<file path="config.mk">
export PLATFORM = sky130hd
export DESIGN_NAME = fifo_queue_with_reversal_unit
export DESIGN_NICKNAME = d
export VERILOG_FILES = /design/src/rtl/fqr_pkg.sv /design/src/rtl/fifo_queue_with_reversal_unit.sv /design/src/rtl/fqr_ram.sv /design/src/rtl/fqr_ctrl.sv
export SDC_FILE = /design/constraint.sdc
export NUM_CORES = 1
export LEC_CHECK = 0
export ABC_CLOCK_PERIOD_IN_PS = 6950
export BUFFER_PORTS_ARGS = -buffer_cell sky130_fd_sc_hd__buf_2
export CAP_MARGIN = 10
export CORE_ASPECT_RATIO = 0.7
export CORE_UTILIZATION = 60
export CTS_BUF_LIST = sky130_fd_sc_hd__clkbuf_8
export DETAILED_ROUTE_END_ITERATION = 7
export GPL_ROUTABILITY_DRIVEN = 1
export PLACE_DENSITY_LB_ADDON = 0.08
export REMOVE_ABC_BUFFERS = 1
export SETUP_SLACK_MARGIN = 0.5
export SLEW_MARGIN = 10
export SYNTH_ARGS = -nofsm -noshare
export SYNTH_HDL_FRONTEND = slang
export SYNTH_HIERARCHICAL = 1
export SYNTH_SLANG_ARGS = --single-unit
</file>
<file path="constraint.sdc">
create_clock -name clk -period 6.95 [get_ports clk]
set_input_delay 0.695 -clock clk [delete_from_list [all_inputs] [get_ports clk]]
set_output_delay 0.695 -clock clk [all_outputs]
set_load 0.01 [all_outputs]
</file>
<file path="src/rtl/fqr_pkg.sv">
// shared constants and types of the fifo queue with reversal unit
`timescale 1ns / 1ps

package fqr_pkg;

    localparam int DEPTH_DEF = 16;

    localparam int ACT_W = 3;
    localparam int VAL_W = 32;
    localparam int IDX_W = 5;
    localparam int ST_W  = 2;
    localparam int OCC_W = 5;

    localparam int IN_TDATA_W  = ((VAL_W + IDX_W + 7) / 8) * 8;
    localparam int OUT_TDATA_W = ((VAL_W + OCC_W + 7) / 8) * 8;
    localparam int IN_PAD_W    = IN_TDATA_W - VAL_W - IDX_W;
    localparam int OUT_PAD_W   = OUT_TDATA_W - VAL_W - OCC_W;

    localparam logic [ACT_W-1:0] ACT_ENQ  = 3'd0;
    localparam logic [ACT_W-1:0] ACT_DEQ  = 3'd1;
    localparam logic [ACT_W-1:0] ACT_PEEK = 3'd2;
    localparam logic [ACT_W-1:0] ACT_REVA = 3'd3;
    localparam logic [ACT_W-1:0] ACT_REVK = 3'd4;

    localparam logic [ST_W-1:0] ST_OK        = 2'd0;
    localparam logic [ST_W-1:0] ST_UNDERFLOW = 2'd1;
    localparam logic [ST_W-1:0] ST_BOUNDS    = 2'd2;
    localparam logic [ST_W-1:0] ST_OVERFLOW  = 2'd3;

    typedef enum logic [3:0] {
        FSM_IDLE = 4'b0001,
        FSM_READ = 4'b0010,
        FSM_SWA  = 4'b0100,
        FSM_SWB  = 4'b1000
    } fsm_t;

    typedef struct packed {
        logic [ACT_W-1:0]        action;
        logic signed [VAL_W-1:0] value_in;
        logic [IDX_W-1:0]        index_or_count;
    } fqr_cmd_t;

    typedef struct packed {
        logic signed [VAL_W-1:0] value_out;
        logic [ST_W-1:0]         status;
        logic [OCC_W-1:0]        occupancy;
    } fqr_res_t;

endpackage

</file>
<file path="src/rtl/fifo_queue_with_reversal_unit.sv">
// top level of the fifo queue with reversal unit: stream ports and result register
//
//  channel   dir  tdata (low bit up)                tuser
//  s_axis    in   value_in[31:0], index_or_count    action[2:0]
//  m_axis    out  value_out[31:0], occupancy        status[1:0]
//
//  enqueue, reverse all, and any error answer from idle; dequeue and peek pass through
//  one memory read; reverse first k swaps floor(min(k, occupancy) / 2) pairs in the swap
//  loop, each pair read, then written in states SWA and SWB on the single memory write port
//  the next command is taken once the sequencer is idle and the result register is free
//  rst_n clears pointers, occupancy and direction; the entry store is not cleared
`timescale 1ns / 1ps

module fifo_queue_with_reversal_unit #(
    parameter int QUEUE_DEPTH = fqr_pkg::DEPTH_DEF
) (
    input  logic                              clk,
    input  logic                              rst_n,
    input  logic                              s_tvalid,
    output logic                              s_tready,
    input  logic [fqr_pkg::IN_TDATA_W-1:0]    s_tdata,   // value_in, index_or_count
    input  logic [fqr_pkg::ACT_W-1:0]         s_tuser,   // action
    output logic                              m_tvalid,
    input  logic                              m_tready,
    output logic [fqr_pkg::OUT_TDATA_W-1:0]   m_tdata,   // value_out, occupancy
    output logic [fqr_pkg::ST_W-1:0]          m_tuser    // status
);
    import fqr_pkg::*;

    localparam int AW = $clog2(QUEUE_DEPTH);

    fqr_cmd_t                cmd;
    fqr_res_t                res;
    fqr_res_t                out_reg;
    logic                    out_valid_reg, out_valid_next;
    logic                    out_free;
    logic                    idle;
    logic                    accept;
    logic                    res_valid;
    logic                    we;
    logic                    re;
    logic [AW-1:0]           waddr;
    logic [AW-1:0]           raddr_a;
    logic [AW-1:0]           raddr_b;
    logic signed [VAL_W-1:0] wdata;
    logic signed [VAL_W-1:0] rdata_a;
    logic signed [VAL_W-1:0] rdata_b;

    assign cmd.action         = s_tuser;
    assign cmd.value_in       = s_tdata[VAL_W-1:0];
    assign cmd.index_or_count = s_tdata[VAL_W+IDX_W-1:VAL_W];

    assign out_free = !out_valid_reg || m_tready;
    assign s_tready = idle && out_free;
    assign accept   = s_tvalid && s_tready;

    fqr_ctrl #(
        .QUEUE_DEPTH(QUEUE_DEPTH)
    ) u_ctrl (
        .clk        (clk),
        .rst_n      (rst_n),
        .cmd_accept (accept),
        .cmd        (cmd),
        .idle       (idle),
        .res_valid  (res_valid),
        .res        (res),
        .we         (we),
        .waddr      (waddr),
        .wdata      (wdata),
        .re         (re),
        .raddr_a    (raddr_a),
        .raddr_b    (raddr_b),
        .rdata_a    (rdata_a),
        .rdata_b    (rdata_b)
    );

    fqr_ram #(
        .QUEUE_DEPTH(QUEUE_DEPTH)
    ) u_ram (
        .clk     (clk),
        .we      (we),
        .waddr   (waddr),
        .wdata   (wdata),
        .re      (re),
        .raddr_a (raddr_a),
        .raddr_b (raddr_b),
        .rdata_a (rdata_a),
        .rdata_b (rdata_b)
    );

    // a result only arrives for the command taken while the register was free
    always_comb
    begin
        out_valid_next = out_valid_reg;
        if (res_valid)
        begin
            out_valid_next = 1'b1;
        end
        else if (m_tready)
        begin
            out_valid_next = 1'b0;
        end
    end

    always_ff @(posedge clk or negedge rst_n)
    begin
        if (!rst_n)
        begin
            out_valid_reg <= 1'b0;
        end
        else
        begin
            out_valid_reg <= out_valid_next;
        end
    end

    always_ff @(posedge clk)
    begin
        if (res_valid)
        begin
            out_reg <= res;
        end
    end

    assign m_tvalid = out_valid_reg;
    assign m_tdata  = {{OUT_PAD_W{1'b0}}, out_reg.occupancy, out_reg.value_out};
    assign m_tuser  = out_reg.status;

endmodule

</file>
<file path="src/rtl/fqr_ram.sv">
// entry store: one write port, two registered read ports
`timescale 1ns / 1ps

module fqr_ram #(
    parameter int QUEUE_DEPTH = fqr_pkg::DEPTH_DEF
) (
    input  logic                                 clk,
    input  logic                                 we,
    input  logic [$clog2(QUEUE_DEPTH)-1:0]       waddr,
    input  logic signed [fqr_pkg::VAL_W-1:0]     wdata,
    input  logic                                 re,
    input  logic [$clog2(QUEUE_DEPTH)-1:0]       raddr_a,
    input  logic [$clog2(QUEUE_DEPTH)-1:0]       raddr_b,
    output logic signed [fqr_pkg::VAL_W-1:0]     rdata_a,
    output logic signed [fqr_pkg::VAL_W-1:0]     rdata_b
);
    import fqr_pkg::*;

    logic signed [VAL_W-1:0] mem [QUEUE_DEPTH];

    always_ff @(posedge clk)
    begin
        if (we)
        begin
            mem[waddr] <= wdata;
        end
    end

    always_ff @(posedge clk)
    begin
        if (re)
        begin
            rdata_a <= mem[raddr_a];
            rdata_b <= mem[raddr_b];
        end
    end

endmodule

</file>
<file path="src/rtl/fqr_ctrl.sv">
// command sequencer: ring pointers, occupancy, direction flag and swap loop
`timescale 1ns / 1ps

module fqr_ctrl #(
    parameter int QUEUE_DEPTH = fqr_pkg::DEPTH_DEF
) (
    input  logic                                 clk,
    input  logic                                 rst_n,
    input  logic                                 cmd_accept,
    input  fqr_pkg::fqr_cmd_t                    cmd,
    output logic                                 idle,
    output logic                                 res_valid,
    output fqr_pkg::fqr_res_t                    res,
    output logic                                 we,
    output logic [$clog2(QUEUE_DEPTH)-1:0]       waddr,
    output logic signed [fqr_pkg::VAL_W-1:0]     wdata,
    output logic                                 re,
    output logic [$clog2(QUEUE_DEPTH)-1:0]       raddr_a,
    output logic [$clog2(QUEUE_DEPTH)-1:0]       raddr_b,
    input  logic signed [fqr_pkg::VAL_W-1:0]     rdata_a,
    input  logic signed [fqr_pkg::VAL_W-1:0]     rdata_b
);
    import fqr_pkg::*;

    localparam int AW  = $clog2(QUEUE_DEPTH);
    localparam int CW  = $clog2(QUEUE_DEPTH + 1);
    localparam int XW0 = (CW > IDX_W) ? CW : IDX_W;
    localparam int XW  = (XW0 > OCC_W) ? XW0 : OCC_W;
    localparam logic [AW:0]   DEPTH_X = (AW + 1)'(QUEUE_DEPTH);
    localparam logic [CW-1:0] DEPTH_C = CW'(QUEUE_DEPTH);
    localparam logic [AW-1:0] LAST_SLOT = AW'(QUEUE_DEPTH - 1);

    fsm_t            state_reg, state_next;
    logic [AW-1:0]   head_reg, head_next;
    logic [CW-1:0]   count_reg, count_next;
    logic            rev_reg, rev_next;
    logic [AW-1:0]   lo_reg, lo_next;
    logic [AW-1:0]   hi_reg, hi_next;
    logic [AW-1:0]   slot_a_reg, slot_a_next;
    logic [AW-1:0]   slot_b_reg, slot_b_next;

    logic [XW-1:0]   idx_x;
    logic [XW-1:0]   cnt_x;
    logic [XW-1:0]   occ_x;
    logic [CW-1:0]   k_cnt;
    logic [CW-1:0]   k_dec;
    logic [AW-1:0]   lo_inc;
    logic [AW-1:0]   hi_dec;

    function automatic logic [AW-1:0] wrap_add(input logic [AW-1:0] a, input logic [AW-1:0] b);
        logic [AW:0] sum;
        sum = {1'b0, a} + {1'b0, b};
        if (sum >= DEPTH_X)
        begin
            sum = sum - DEPTH_X;
        end
        return sum[AW-1:0];
    endfunction

    // ring slot of a logical position from the front
    function automatic logic [AW-1:0] slot_of(input logic [AW-1:0] head, input logic [CW-1:0] cnt,
                                              input logic rev, input logic [AW-1:0] pos);
        logic [CW-1:0] off_c;
        logic [AW-1:0] off;
        off_c = cnt - CW'(1) - CW'(pos);
        off   = rev ? off_c[AW-1:0] : pos;
        return wrap_add(head, off);
    endfunction

    assign idle   = (state_reg == FSM_IDLE);
    assign idx_x  = XW'(cmd.index_or_count);
    assign cnt_x  = XW'(count_reg);
    assign k_cnt  = (idx_x < cnt_x) ? idx_x[CW-1:0] : count_reg;
    assign k_dec  = k_cnt - CW'(1);
    assign lo_inc = lo_reg + AW'(1);
    assign hi_dec = hi_reg - AW'(1);
    assign occ_x  = XW'(count_next);

    always_comb
    begin
        state_next  = state_reg;
        head_next   = head_reg;
        count_next  = count_reg;
        rev_next    = rev_reg;
        lo_next     = lo_reg;
        hi_next     = hi_reg;
        slot_a_next = slot_a_reg;
        slot_b_next = slot_b_reg;
        we          = 1'b0;
        waddr       = slot_a_reg;
        wdata       = rdata_b;
        re          = 1'b0;
        raddr_a     = slot_a_reg;
        raddr_b     = slot_b_reg;
        res_valid   = 1'b0;
        res.value_out = '0;
        res.status    = ST_OK;

        case (state_reg)
            FSM_IDLE:
            begin
                if (cmd_accept)
                begin
                    case (cmd.action)
                        ACT_ENQ:
                        begin
                            res_valid = 1'b1;
                            if (count_reg == DEPTH_C)
                            begin
                                res.value_out = '1;
                                res.status    = ST_OVERFLOW;
                            end
                            else
                            begin
                                we    = 1'b1;
                                wdata = cmd.value_in;
                                if (rev_reg)
                                begin
                                    head_next = (head_reg == '0) ? LAST_SLOT
                                                                 : head_reg - AW'(1);
                                    waddr     = head_next;
                                end
                                else
                                begin
                                    waddr = wrap_add(head_reg, count_reg[AW-1:0]);
                                end
                                count_next = count_reg + CW'(1);
                            end
                        end
                        ACT_DEQ:
                        begin
                            if (count_reg == '0)
                            begin
                                res_valid     = 1'b1;
                                res.value_out = '1;
                                res.status    = ST_UNDERFLOW;
                            end
                            else
                            begin
                                re      = 1'b1;
                                raddr_a = slot_of(head_reg, count_reg, rev_reg, '0);
                                if (!rev_reg)
                                begin
                                    head_next = (head_reg == LAST_SLOT) ? '0
                                                                        : head_reg + AW'(1);
                                end
                                count_next = count_reg - CW'(1);
                                state_next = FSM_READ;
                            end
                        end
                        ACT_PEEK:
                        begin
                            if (idx_x >= cnt_x)
                            begin
                                res_valid     = 1'b1;
                                res.value_out = '1;
                                res.status    = ST_BOUNDS;
                            end
                            else
                            begin
                                re         = 1'b1;
                                raddr_a    = slot_of(head_reg, count_reg, rev_reg,
                                                     idx_x[AW-1:0]);
                                state_next = FSM_READ;
                            end
                        end
                        ACT_REVA:
                        begin
                            res_valid = 1'b1;
                            rev_next  = !rev_reg;
                        end
                        ACT_REVK:
                        begin
                            if (k_cnt < CW'(2))
                            begin
                                res_valid = 1'b1;
                            end
                            else
                            begin
                                re          = 1'b1;
                                slot_a_next = slot_of(head_reg, count_reg, rev_reg, '0);
                                slot_b_next = slot_of(head_reg, count_reg, rev_reg,
                                                      k_dec[AW-1:0]);
                                raddr_a     = slot_a_next;
                                raddr_b     = slot_b_next;
                                lo_next     = '0;
                                hi_next     = k_dec[AW-1:0];
                                state_next  = FSM_SWA;
                            end
                        end
                        default:
                        begin
                            res_valid = 1'b1;
                        end
                    endcase
                end
            end
            FSM_READ:
            begin
                res_valid     = 1'b1;
                res.value_out = rdata_a;
                state_next    = FSM_IDLE;
            end
            FSM_SWA:
            begin
                we         = 1'b1;
                waddr      = slot_a_reg;
                wdata      = rdata_b;
                state_next = FSM_SWB;
            end
            FSM_SWB:
            begin
                we    = 1'b1;
                waddr = slot_b_reg;
                wdata = rdata_a;
                // next pair is disjoint from the slot written here
                if (lo_inc < hi_dec)
                begin
                    re          = 1'b1;
                    lo_next     = lo_inc;
                    hi_next     = hi_dec;
                    slot_a_next = slot_of(head_reg, count_reg, rev_reg, lo_inc);
                    slot_b_next = slot_of(head_reg, count_reg, rev_reg, hi_dec);
                    raddr_a     = slot_a_next;
                    raddr_b     = slot_b_next;
                    state_next  = FSM_SWA;
                end
                else
                begin
                    res_valid  = 1'b1;
                    state_next = FSM_IDLE;
                end
            end
            default:
            begin
                state_next = FSM_IDLE;
            end
        endcase

        res.occupancy = occ_x[OCC_W-1:0];
    end

    always_ff @(posedge clk or negedge rst_n)
    begin
        if (!rst_n)
        begin
            state_reg <= FSM_IDLE;
            head_reg  <= '0;
            count_reg <= '0;
            rev_reg   <= 1'b0;
        end
        else
        begin
            state_reg <= state_next;
            head_reg  <= head_next;
            count_reg <= count_next;
            rev_reg   <= rev_next;
        end
    end

    always_ff @(posedge clk)
    begin
        lo_reg     <= lo_next;
        hi_reg     <= hi_next;
        slot_a_reg <= slot_a_next;
        slot_b_reg <= slot_b_next;
    end

endmodule

</file>
# ---- Yosys cells after proc, flatten, opt, wreduce, memory -nomap -nowiden
# Memories as Yosys holds them, arrays and structs flattened. A register that Yosys moved wholly into a read port is not among the register bits.
# Index checks and enable logic that the tools add are counted.
dict set report totals {
  in_bits 47
  memories 1
  elab_cells 179
  mem_bits_rw 512
  out_inout_bits 44
  reg_bits 70
}
dict set report op_classes {
  n_reduce_logical 18
  magnitude_cmp 10
  eq_ne 22
  addsub 23
  n_mux 93
}
# memory depth width read_ports rd_ports_with_merged_regs wr line_no
set mem_list {}
lappend mem_list {u_ram.mem 16 32 2 2 1 fqr_ram.sv:19} ;# logic signed [VAL_W-1:0] mem [QUEUE_DEPTH];
# operator n
set ops {}
lappend ops {{4-bit two-way mux} 44}
lappend ops {{34-bit two-way mux} 4}
lappend ops {{32-bit case mux with 2 select lines} 2}
lappend ops {{34-bit case mux with 3 select lines} 1}
lappend ops {{32-bit two-way mux} 3}
lappend ops {{4-bit case mux with 2 select lines} 7}
lappend ops {{4-bit case mux with 3 select lines} 3}
lappend ops {{4-bit by 1-bit subtractor with 4-bit output, second input constant} 9}
lappend ops {{4-bit by 4-bit adder with 5-bit output} 6}
lappend ops {{5-bit greater-or-equal comparator, second input constant} 6}
lappend ops {{5-bit two-way mux} 5}
lappend ops {{1-bit two-way mux} 17}
lappend ops {{4-bit subtractor} 4}
lappend ops {{5-bit case mux with 2 select lines} 1}
lappend ops {{5-bit AND reduction} 2}
lappend ops {{3-bit inequality test, second input constant} 3}
lappend ops {{1-bit case mux with 3 select lines} 3}
lappend ops {{4-bit by 1-bit adder with 4-bit output, second input constant} 2}
lappend ops {{4-bit == test, second input constant} 2}
lappend ops {{2-bit by 1-bit inequality test with 1-bit output, second input constant} 4}
lappend ops {{2-bit inequality test, second input constant} 4}
lappend ops {{7-bit AND reduction} 1}
lappend ops {{3-bit by 2-bit == test with 1-bit output, second input constant} 2}
lappend ops {{3-bit AND reduction} 2}
lappend ops {{24 further kinds} 29}

# ---- Depth between registers and ports, before layout
# Gate-level depths: netlist of run 1.
dict set report depth {
  word_depth 12
  depth_mapped 21
  ltp_nobuf 18
}

# ---- Modules after synthesis
# Netlist of run 1, hierarchy kept.
# mod cells_each area_each_um2 seq_area_each_um2 instances
set by_module_without_submodules {}
lappend by_module_without_submodules {fqr_ram 1141 24828.8 17296.6 1}
lappend by_module_without_submodules {fqr_ctrl 617 4825.9 792.0 1}
lappend by_module_without_submodules {fifo_queue_with_reversal_unit 48 1255.0 1196.1 1}

# ---- Least setup slack after synthesis of run 1
# OpenSTA, ideal clock, no wires.
dict set report synth_path {
  path_type {reg2reg}
  startpoint {reg u_ctrl.state_reg[0]}
  endpoint {mem u_ram.mem[0][0], enable pin}
  period_less_slack_ns 5.349
  stages_incl_launch_ff 10
  path_slack_ns 1.601
  required_time_ns 6.489
  arrival_time_ns 4.888
  setup_time_ns 0.461
  n_path_buf 0
  cell_sequence {dfstp_2 -> or4b_4 -> inv_6 -> and3_1 -> nand2_4 -> nor2_4 -> nor2_2 -> a221o_1 -> or3b_2 -> nor3_1}
}
dict set report synth_between {
  elab_cells_between_ends 12
  cone_classes {eq/ne (3); mux (6); reduce/logical (3)}
}
# item line_no
set synth_lines {}
lappend synth_lines {{from (decl)} fqr_ctrl.sv:33} ;# fsm_t state_reg, state_next;
lappend synth_lines {{from (signal assigned)} fqr_ctrl.sv:254} ;# state_reg <= state_next;
lappend synth_lines {{4-bit by 1-bit == test with 1-bit output} fqr_ctrl.sv:70} ;# assign idle = (state_reg == FSM_IDLE);
lappend synth_lines {{named net idle} fifo_queue_with_reversal_unit.sv:37} ;# logic idle;
lappend synth_lines {{1-bit logical AND} fifo_queue_with_reversal_unit.sv:54} ;# assign s_tready = idle && out_free;
lappend synth_lines {{1-bit logical AND} fifo_queue_with_reversal_unit.sv:55} ;# assign accept = s_tvalid && s_tready;
lappend synth_lines {{named net accept} fifo_queue_with_reversal_unit.sv:38} ;# logic accept;
lappend synth_lines {{4-bit two-way mux} fqr_ctrl.sv:102} ;# if (cmd_accept)
lappend synth_lines {{4-bit case mux with 2 select lines} fqr_ctrl.sv:99} ;# case (state_reg)
lappend synth_lines {{named net waddr[2]} fifo_queue_with_reversal_unit.sv:42} ;# logic [AW-1:0] waddr;
lappend synth_lines {{to (decl)} fqr_ram.sv:19}
# The timed path passes the listed nets, and every way through them passes these cells.

# ---- Worst setup path in the final report of run 1
dict set report layout_path {
  startpoint {reg u_ctrl.count_reg[1] (netlist: u_ctrl/cnt_x[1])}
  endpoint {reg u_ram/rdata_b[17] (netlist bit) (read register of u_ram.mem), data pin}
}
dict set report layout_between {
  elab_chain_len 12
  elab_cells_between_ends 30
  cone_classes {add/sub (8); order compare (5); mux (16); reduce/logical (1)}
}
# item line_no
set layout_rtl {}
lappend layout_rtl {{from (decl)} fqr_ctrl.sv:35} ;# logic [CW-1:0] count_reg, count_next;
lappend layout_rtl {{from (signal assigned)} fqr_ctrl.sv:256} ;# count_reg <= count_next;
lappend layout_rtl {{5-bit less-than comparator} fqr_ctrl.sv:73} ;# assign k_cnt = (idx_x < cnt_x) ? idx_x[CW-1:0] : count_reg;
lappend layout_rtl {{5-bit two-way mux} fqr_ctrl.sv:73}
lappend layout_rtl {{4-bit by 1-bit subtractor with 4-bit output} fqr_ctrl.sv:74} ;# assign k_dec = k_cnt - CW'(1);
lappend layout_rtl {{4-bit subtractor} fqr_ctrl.sv:65} ;# off_c = cnt - CW'(1) - CW'(pos);
lappend layout_rtl {{4-bit two-way mux} fqr_ctrl.sv:66} ;# off = rev ? off_c[AW-1:0] : pos;
lappend layout_rtl {{4-bit by 4-bit adder with 5-bit output} fqr_ctrl.sv:52} ;# sum = {1'b0, a} + {1'b0, b};
lappend layout_rtl {{4-bit by 1-bit subtractor with 4-bit output / 5-bit greater-or-equal comparator (equally long branches)} {fqr_ctrl.sv:55, fqr_ctrl.sv:53}}
lappend layout_rtl {{4-bit two-way mux} fqr_ctrl.sv:53} ;# if (sum >= DEPTH_X)
lappend layout_rtl {{4-bit two-way mux} --}
lappend layout_rtl {{4-bit two-way mux} fqr_ctrl.sv:104} ;# case (cmd.action)
lappend layout_rtl {{4-bit two-way mux} --}
lappend layout_rtl {{4-bit case mux with 2 select lines (*)} --}
lappend layout_rtl {{named net raddr_b[3]} fifo_queue_with_reversal_unit.sv:44} ;# logic [AW-1:0] raddr_b;
lappend layout_rtl {{to (decl)} fqr_ram.sv:15} ;# output logic signed [fqr_pkg::VAL_W-1:0] rdata_b
# Mark *: on every way through the listed nets, which the timed path passes. The rest lies on a longest branch.
# A chain may end at the register's enable or synchronous reset.

==> out/results.ini, run 1 <==
[routing]
firstDrtPassIters=5
routed_wl_um=80600
viasPerCell=6.97
avgRoutedWirePerCell_um=30.3
drc=0
drt_iter0_markers=2432
route.vias.total=18600
drt.antenna.violating_nets=0

[timing]
min_period_ns=6.06
fin_crit_sh=0.872
maxSlewHeadroom=0.180
worst_slew_pin_slew_ns=1.23
rsz0062_at_grt=false
finalHoldViolations=0
fin_ws_ns=0.890
final_max_slew_viol_count=0
finClkSkew_ns=0.0406
finalSetupViolations=0
fin_setup_tns_ns=0
max_freq_mhz=165

[clocking]
cts_sinks=646
post_cts_buffers=0
cts_max_level=3
cts_buffers=97
clock_latency_ns=0.72
post_cts_resized=0
root_buffer=clkbuf_8
tritoncts=yes
path_clk_slew_ns=0.07
cts_buffer_depth=3

[floorplan]
dieArea_um2=52400
io_pins=91
die_h_um=192
initial_core_util=0.609
num_rows=69
fp.coreArea_um2=50800
dieWidth_um=273

[critical_path]
startpoint_type=flop
crit_chain=inv_1 > ha_1 > nand4_1 > o221ai_1 > nor2_1 > a21oi_1 > fa_1 > nand2_1 > o21a_1 > ha_1 > a21o_1 > a21oi_1 > xnor2_1 > xnor2_1 > o21ai_1 > nor2_4 > buf_4 > a22oi_1 > nand2_1
cp_slowest_cell=nor2_4
cp.required_ns=7.52
path_max_fanout=17
cp.arrival_ns=6.63
end_kind=flop
slowest_delay_ns=0.70
critPathKind=flop to flop

[synthesis]
syn-instance-count=1806
syn_area_per_cell_um2=17.1
synth_cell_type_count=87
ys_ff_latch=646
synth_area_um2=30900
synth_edf_count=627
seq_area_frac_synth=0.624
synth_warnings=6
synth_async_sr_flop_share=0.0232
synthFlopType=edfxtp_1

[placement]
hpwl_um=45400
port_buffers=84
gp_congestion=0.908
pre_cts_ws_ns=1.08

[layout]
final_util=0.670
n_antenna_cell=0
syn_to_final_growth_pct=10.1
largest_reg_flops=512
final_nets=2025
drive_gt1_frac=0.284
max_flop_register=u_ram/mem
fillCellCount=3405

[global_route]
grt-ovfl-total=0
antenna_found_initial=0
grt_pass1_wl_um=119000
grtUsageTotal=0.317
grt_max_degree=113
grt_pass1_vias=18700

[min_path]
hold_class=input port to flop

[flow_run]
cap_violations=0

[power_and_ir_drop]
p_leak_nw=11.7
ir_drop_mv=0.260
p_per_area_nw_per_um2=371

[outcome]
run_status=complete, no violations

[cells by family (layout without fill, tap and decap cells)]
group / Yosys count / in the layout / share of synthesized area
flops: 646 / 646 / 0.624
compound gates: 329 / 329 / 0.0770
simple gates: 308 / 308 / 0.0477
mux: 266 / 266 / 0.190
buf+inv: 163 / 346 / 0.0248
fa+ha+maj: 55 / 55 / 0.0247
xor+xnor: 38 / 38 / 0.0117
other cells: 1 / 3 / 0.000121
[report_power, final]
group          leakage, nW  internal [mW]  switching, mW  total [mW]
logic                 4.84           2.22           2.82        5.05
registers             5.90           4.57          0.134        4.71
clock network        0.948           1.40           1.47        2.87
[final cells by class]
cell class	count	area (um^2)	share of cell area
Inverter	37	144	0.00423
Multi-Input combinational cell	999	11100	0.326
Timing Repair Buffer	142	958	0.0282
Tap cell	674	843	0.0248
Clock buffer	100	1380	0.0405
Sequential cell	646	19300	0.567
Clock inverter	67	328	0.00964
[cell usage after synthesis (6+ instances only)]
cell	count	area (um^2)
a22oi_1	166	1250
a221o_1	6	60.1
nor3_1	16	80.1
o21ai_0	26	130
a21o_1	39	293
and2_1	8	50.1
fa_1	10	200
mux2i_1	9	90.1
xor2_1	9	78.8
buf_4	27	203
dfrtp_1	14	350
buf_1	20	75.1
nand2_1	163	612
edfxtp_1	627	18800
xnor2_1	27	236
nor2_1	49	184
ha_1	45	563
nor2b_1	6	37.5
mux4_2	256	5770
nand3_1	18	90.1
inv_1	36	135
a21oi_1	31	155
clkbuf_1	51	191
o211ai_1	11	82.6
nand4_1	6	37.5
buf_2	26	130
[routing by layer]
layer,vias up,track usage,part of all wire
li1,7700,-,-
met1,9591,0.469,0.41
met2,1129,0.480,0.46
met3,147,0.0745,0.11
met4,0,0.0851,0.022
met5,-,0,0
[metrics by stage]
| step | hold WS [ns] | total power, mW | cell area, um^2 | cells |
|---|---|---|---|---|
| 5_1_grt | 0.251 | 13.2 | 34000 | 2665 |
| 6_report | 0.266 | 12.6 | 34000 | 2665 |
| 2_1_floorplan | 0.399 | 8.92 | 30300 | 1682 |
| 3_5_place_dp | 0.538 | 9.78 | 32300 | 2497 |
| 4_1_cts | 0.219 | 12.6 | 34000 | 2665 |
| 3_3_place_gp | 0.513 | 9.68 | 32300 | 2497 |
[worst max-delay path, delay by kind of cell, from the launching register on]
kind                       cells  cell delay, ns
and+or+nand+nor                5            1.17
DFF                            1            0.69
AOI/OAI and AO/OA              7            1.92
buffers and inverters          2            0.73
xor gates and xnor gates       2            0.32
adders and majority gates      3            1.06
[final timing paths]
path | end | from | slack, ns | cells past startpoint
worst max-delay path | u_ram/rdata_b[17]$_DFFE_PP_ | u_ctrl/cnt_x[1]$_DFF_PN0_ | 0.89 | 19
worst min-delay path | m_tvalid$_DFFE_PN0P_ | m_tready | 0.27 | 3
worst max register to register | u_ram/rdata_b[17]$_DFFE_PP_ | u_ctrl/cnt_x[1]$_DFF_PN0_ | 0.89 | 19
worst min register to register | m_tdata[20]$_DFFE_PP_ | u_ram/rdata_a[20]$_DFFE_PP_ | 0.55 | 1
max in group asynchronous | u_ctrl/state_reg[0]$_DFFE_PN1P_ | rst_n | 6.20 | 2
min in group asynchronous | u_ctrl/cnt_x[1]$_DFF_PN0_ | rst_n | 0.42 | 2
[placed cells by master (no fill, tap or decap), drive strengths merged, types with 8 or more instances in the layout]
| master | instances |
|---|---|
| xor2 | 9 |
| mux4 | 256 |
| nand2 | 165 |
| fa | 10 |
| o21ai | 32 |
| and2 | 8 |
| a21oi | 32 |
| o211ai | 11 |
| a22oi | 167 |
| dfrtp | 14 |
| clkbuf | 100 |
| nand3 | 19 |
| inv | 61 |
| nor2 | 52 |
| buf | 141 |
| ha | 45 |
| clkinv | 38 |
| edfxtp | 627 |
| mux2i | 10 |
| a21o | 40 |
| nor3 | 16 |
| xnor2 | 27 |
[timing repair]
item	in CTS	in global routing
hold endpoints to repair	14	0
endpoints found under the setup margin	0	0
hold buffers	1	0
Note: power is estimated with default switching activity, not from simulation.
==> inputs of run 2 (changes only) <==
--- a/config.mk
+++ b/config.mk
@@ -9,6 +9,7 @@
 export BUFFER_PORTS_ARGS = -buffer_cell sky130_fd_sc_hd__buf_2
 export CAP_MARGIN = 10
 export CORE_ASPECT_RATIO = 0.7
+export CORE_MARGIN = 5
 export CORE_UTILIZATION = 60
 export CTS_BUF_LIST = sky130_fd_sc_hd__clkbuf_8
 export DETAILED_ROUTE_END_ITERATION = 7
==> out/results.ini, run 2 (synthesis gave the netlist of run 1 again) <==
[floorplan]
die_h_um=200  ; +4.2%
initial_core_util=0.608  ; -0.00103
io_pins=91  ; unchanged
dieArea_um2=56200  ; +7.2%
num_rows=69  ; unchanged
fp.coreArea_um2=50900  ; +0.17%
dieWidth_um=281  ; +2.9%

[clocking]
tritoncts=yes
post_cts_resized=0  ; unchanged
cts_buffer_depth=3  ; unchanged
root_buffer=clkbuf_8
path_clk_slew_ns=0.08  ; about the same
cts_buffers=98  ; +1.0%
cts_max_level=3  ; unchanged
clock_latency_ns=0.69  ; -0.03 ns
cts_sinks=646  ; unchanged

[flow_run]
cap_violations=0  ; unchanged

[layout]
max_flop_register=u_ram/mem
syn_to_final_growth_pct=10.4
fin_cells=2668  ; +0.11%
final_common_cell=edfxtp_1
n_antenna_cell=0  ; unchanged
drive_gt1_frac=0.288  ; +0.00409
final_nets=2021  ; -0.20%
finalInstanceArea_um2=34100  ; +0.28%
final_util=0.671  ; +0.000708
layout.cells.most_common_list=627 x edfxtp_1, 256 x mux4_2, 166 x a22oi_1
largest_reg_flops=512  ; unchanged

[timing]
whs_ns=0.275  ; +0.00817 ns
final_max_slew_viol_count=0  ; unchanged
worst_slew_pin_slew_ns=1.12  ; -0.106 ns
fin_setup_tns_ns=0  ; unchanged
max_freq_mhz=168  ; +1.5%
fin_crit_sh=0.859  ; -0.0133
finalSetupViolations=0  ; unchanged
finClkSkew_ns=0.0278  ; -0.0128 ns
fin_ws_ns=0.983  ; +0.0925 ns
rsz0062_at_grt=false
min_period_ns=5.97  ; -0.0925 ns
maxSlewHeadroom=0.249  ; +0.0692
finalHoldViolations=0  ; unchanged

[min_path]
hold_class=input port to flop
hp-start=m_tready
holdPathEnd=m_tvalid$_DFFE_PN0P_
holdPathStages=3  ; unchanged

[routing]
route.vias.total=18400  ; -0.94%
avgRoutedWirePerCell_um=29.9  ; -1.0%
drc=0  ; unchanged
drt_iter0_markers=2472  ; +1.6%
routed_wl_um=79900  ; -0.90%
firstDrtPassIters=5  ; unchanged
viasPerCell=6.89  ; -1.1%
drt.antenna.violating_nets=0  ; unchanged

[outcome]
run_status=complete, no violations

[power_and_ir_drop]
clkPwrFrac=0.232  ; +0.005
power_frac_seq=0.370  ; -0.003
combPwrFrac=0.398  ; -0.002
p_leak_nw=11.7  ; +0.52%
internal_power_mw=8.31  ; +1.4%
ir_drop_mv=0.304  ; +17%
power_switching_mw=4.44  ; +0.22%
sw_frac_of_total=0.348  ; -0.00268
power_mw=12.7  ; +0.99%
p_per_area_nw_per_um2=374  ; +0.72%

[placement]
hpwl_um=45300  ; -0.31%
pre_cts_ws_ns=1.08  ; -0.00161 ns
port_buffers=84  ; unchanged
dp_cells=2492  ; -0.20%
postPlaceCellArea_um2=32300  ; about the same
gp_congestion=0.915  ; +0.77%

[critical_path]
startpoint_type=flop
r2r-end=u_ram/rdata_b[25]$_DFFE_PP_
cp.arrival_ns=6.53  ; -0.10 ns
timing.rr.start=u_ctrl/cnt_x[1]$_DFF_PN0_
end_kind=flop
critPathKind=flop to flop
cp.required_ns=7.51  ; about the same
rr_worst_depth=19  ; unchanged
ff2ff_setup_slack_ns=0.98  ; +0.09 ns
path_max_fanout=19  ; +2

[global_route]
grt_max_degree=78  ; -31%
grt_pass1_wl_um=119000  ; -0.41%
grtUsageTotal=0.288  ; -0.0294
grt-ovfl-total=0  ; unchanged
grt_pass1_vias=18500  ; -1.3%
antenna_found_initial=0  ; unchanged

==> run 2: final cells by class <==
| type | instances | area [um^2] |
|---|---|---|
| inverters | 37 | 144 |
| repair buffers | 137 | 933 |
| well taps | 674 | 843 |
| multi-input cells | 999 | 11100 |
| clock inverters | 74 | 433 |
| clock buffers | 101 | 1390 |
| flip-flops and latches | 646 | 19300 |
| fillers | 3364 | 16700 |
==> run 2: routing by layer <==
metal / vias to the layer above / global-route usage / part of all wire
li1: 7708 / - / -
met5: - / 0 / 0
met4: 0 / 0.0566 / 0.016
met2: 1077 / 0.455 / 0.47
met3: 116 / 0.0551 / 0.10
met1: 9491 / 0.435 / 0.41
==> run 2: timing repair <==
item | 4_1_cts | 5_1_grt
buffers inserted | 0 | 0
endpoints found under the hold margin | 14 | 0
hold buffers | 1 | 0
==> run 2: power groups by stage <==
| stage | clock (mW) | combinational (mW) | sequential [mW] |
|---|---|---|---|
| after floorplan | 0 | 4.12 | 4.80 |
| after global placement | 0 | 4.95 | 4.78 |
| after detailed placement | 0 | 5.03 | 4.79 |
| after CTS | 3.02 | 5.05 | 4.71 |
| after global routing | 3.19 | 5.45 | 4.72 |
| final | 2.96 | 5.07 | 4.71 |
==> run 2: how the worst max path moves through the flow <==
stage,startpoint,to,slack (ns),cells after the start
after floorplan,u_ctrl/state_reg[2]$_DFFE_PN0P_,u_ram/rdata_a[0]$_DFFE_PP_,-3.33,7
after global placement,u_ctrl/cnt_x[1]$_DFF_PN0_,u_ram/rdata_b[25]$_DFFE_PP_,1.26,19
after detailed placement,u_ctrl/cnt_x[1]$_DFF_PN0_,u_ram/rdata_b[25]$_DFFE_PP_,1.08,19
after CTS,u_ctrl/cnt_x[1]$_DFF_PN0_,u_ram/rdata_b[25]$_DFFE_PP_,1.06,19
after global routing,u_ctrl/cnt_x[1]$_DFF_PN0_,u_ram/rdata_b[25]$_DFFE_PP_,0.67,19
final,u_ctrl/cnt_x[1]$_DFF_PN0_,u_ram/rdata_b[25]$_DFFE_PP_,0.98,19
==> run 2: critical path, stage by stage, from the launching register on <==
cell      delay, ns
dfrtp_1        0.64
inv_1          0.22
ha_1           0.33
nand4_1        0.15
o221ai_1       0.65
nor2_1         0.11
a21oi_1        0.41
fa_1           0.49
nand2_1        0.08
o21a_1         0.16
ha_1           0.23
a21o_1         0.18
a21oi_1        0.17
xnor2_1        0.10
xnor2_1        0.15
o21ai_1        0.49
nor2b_4        0.71
buf_12         0.29
a22oi_1        0.14
nand2_1        0.11
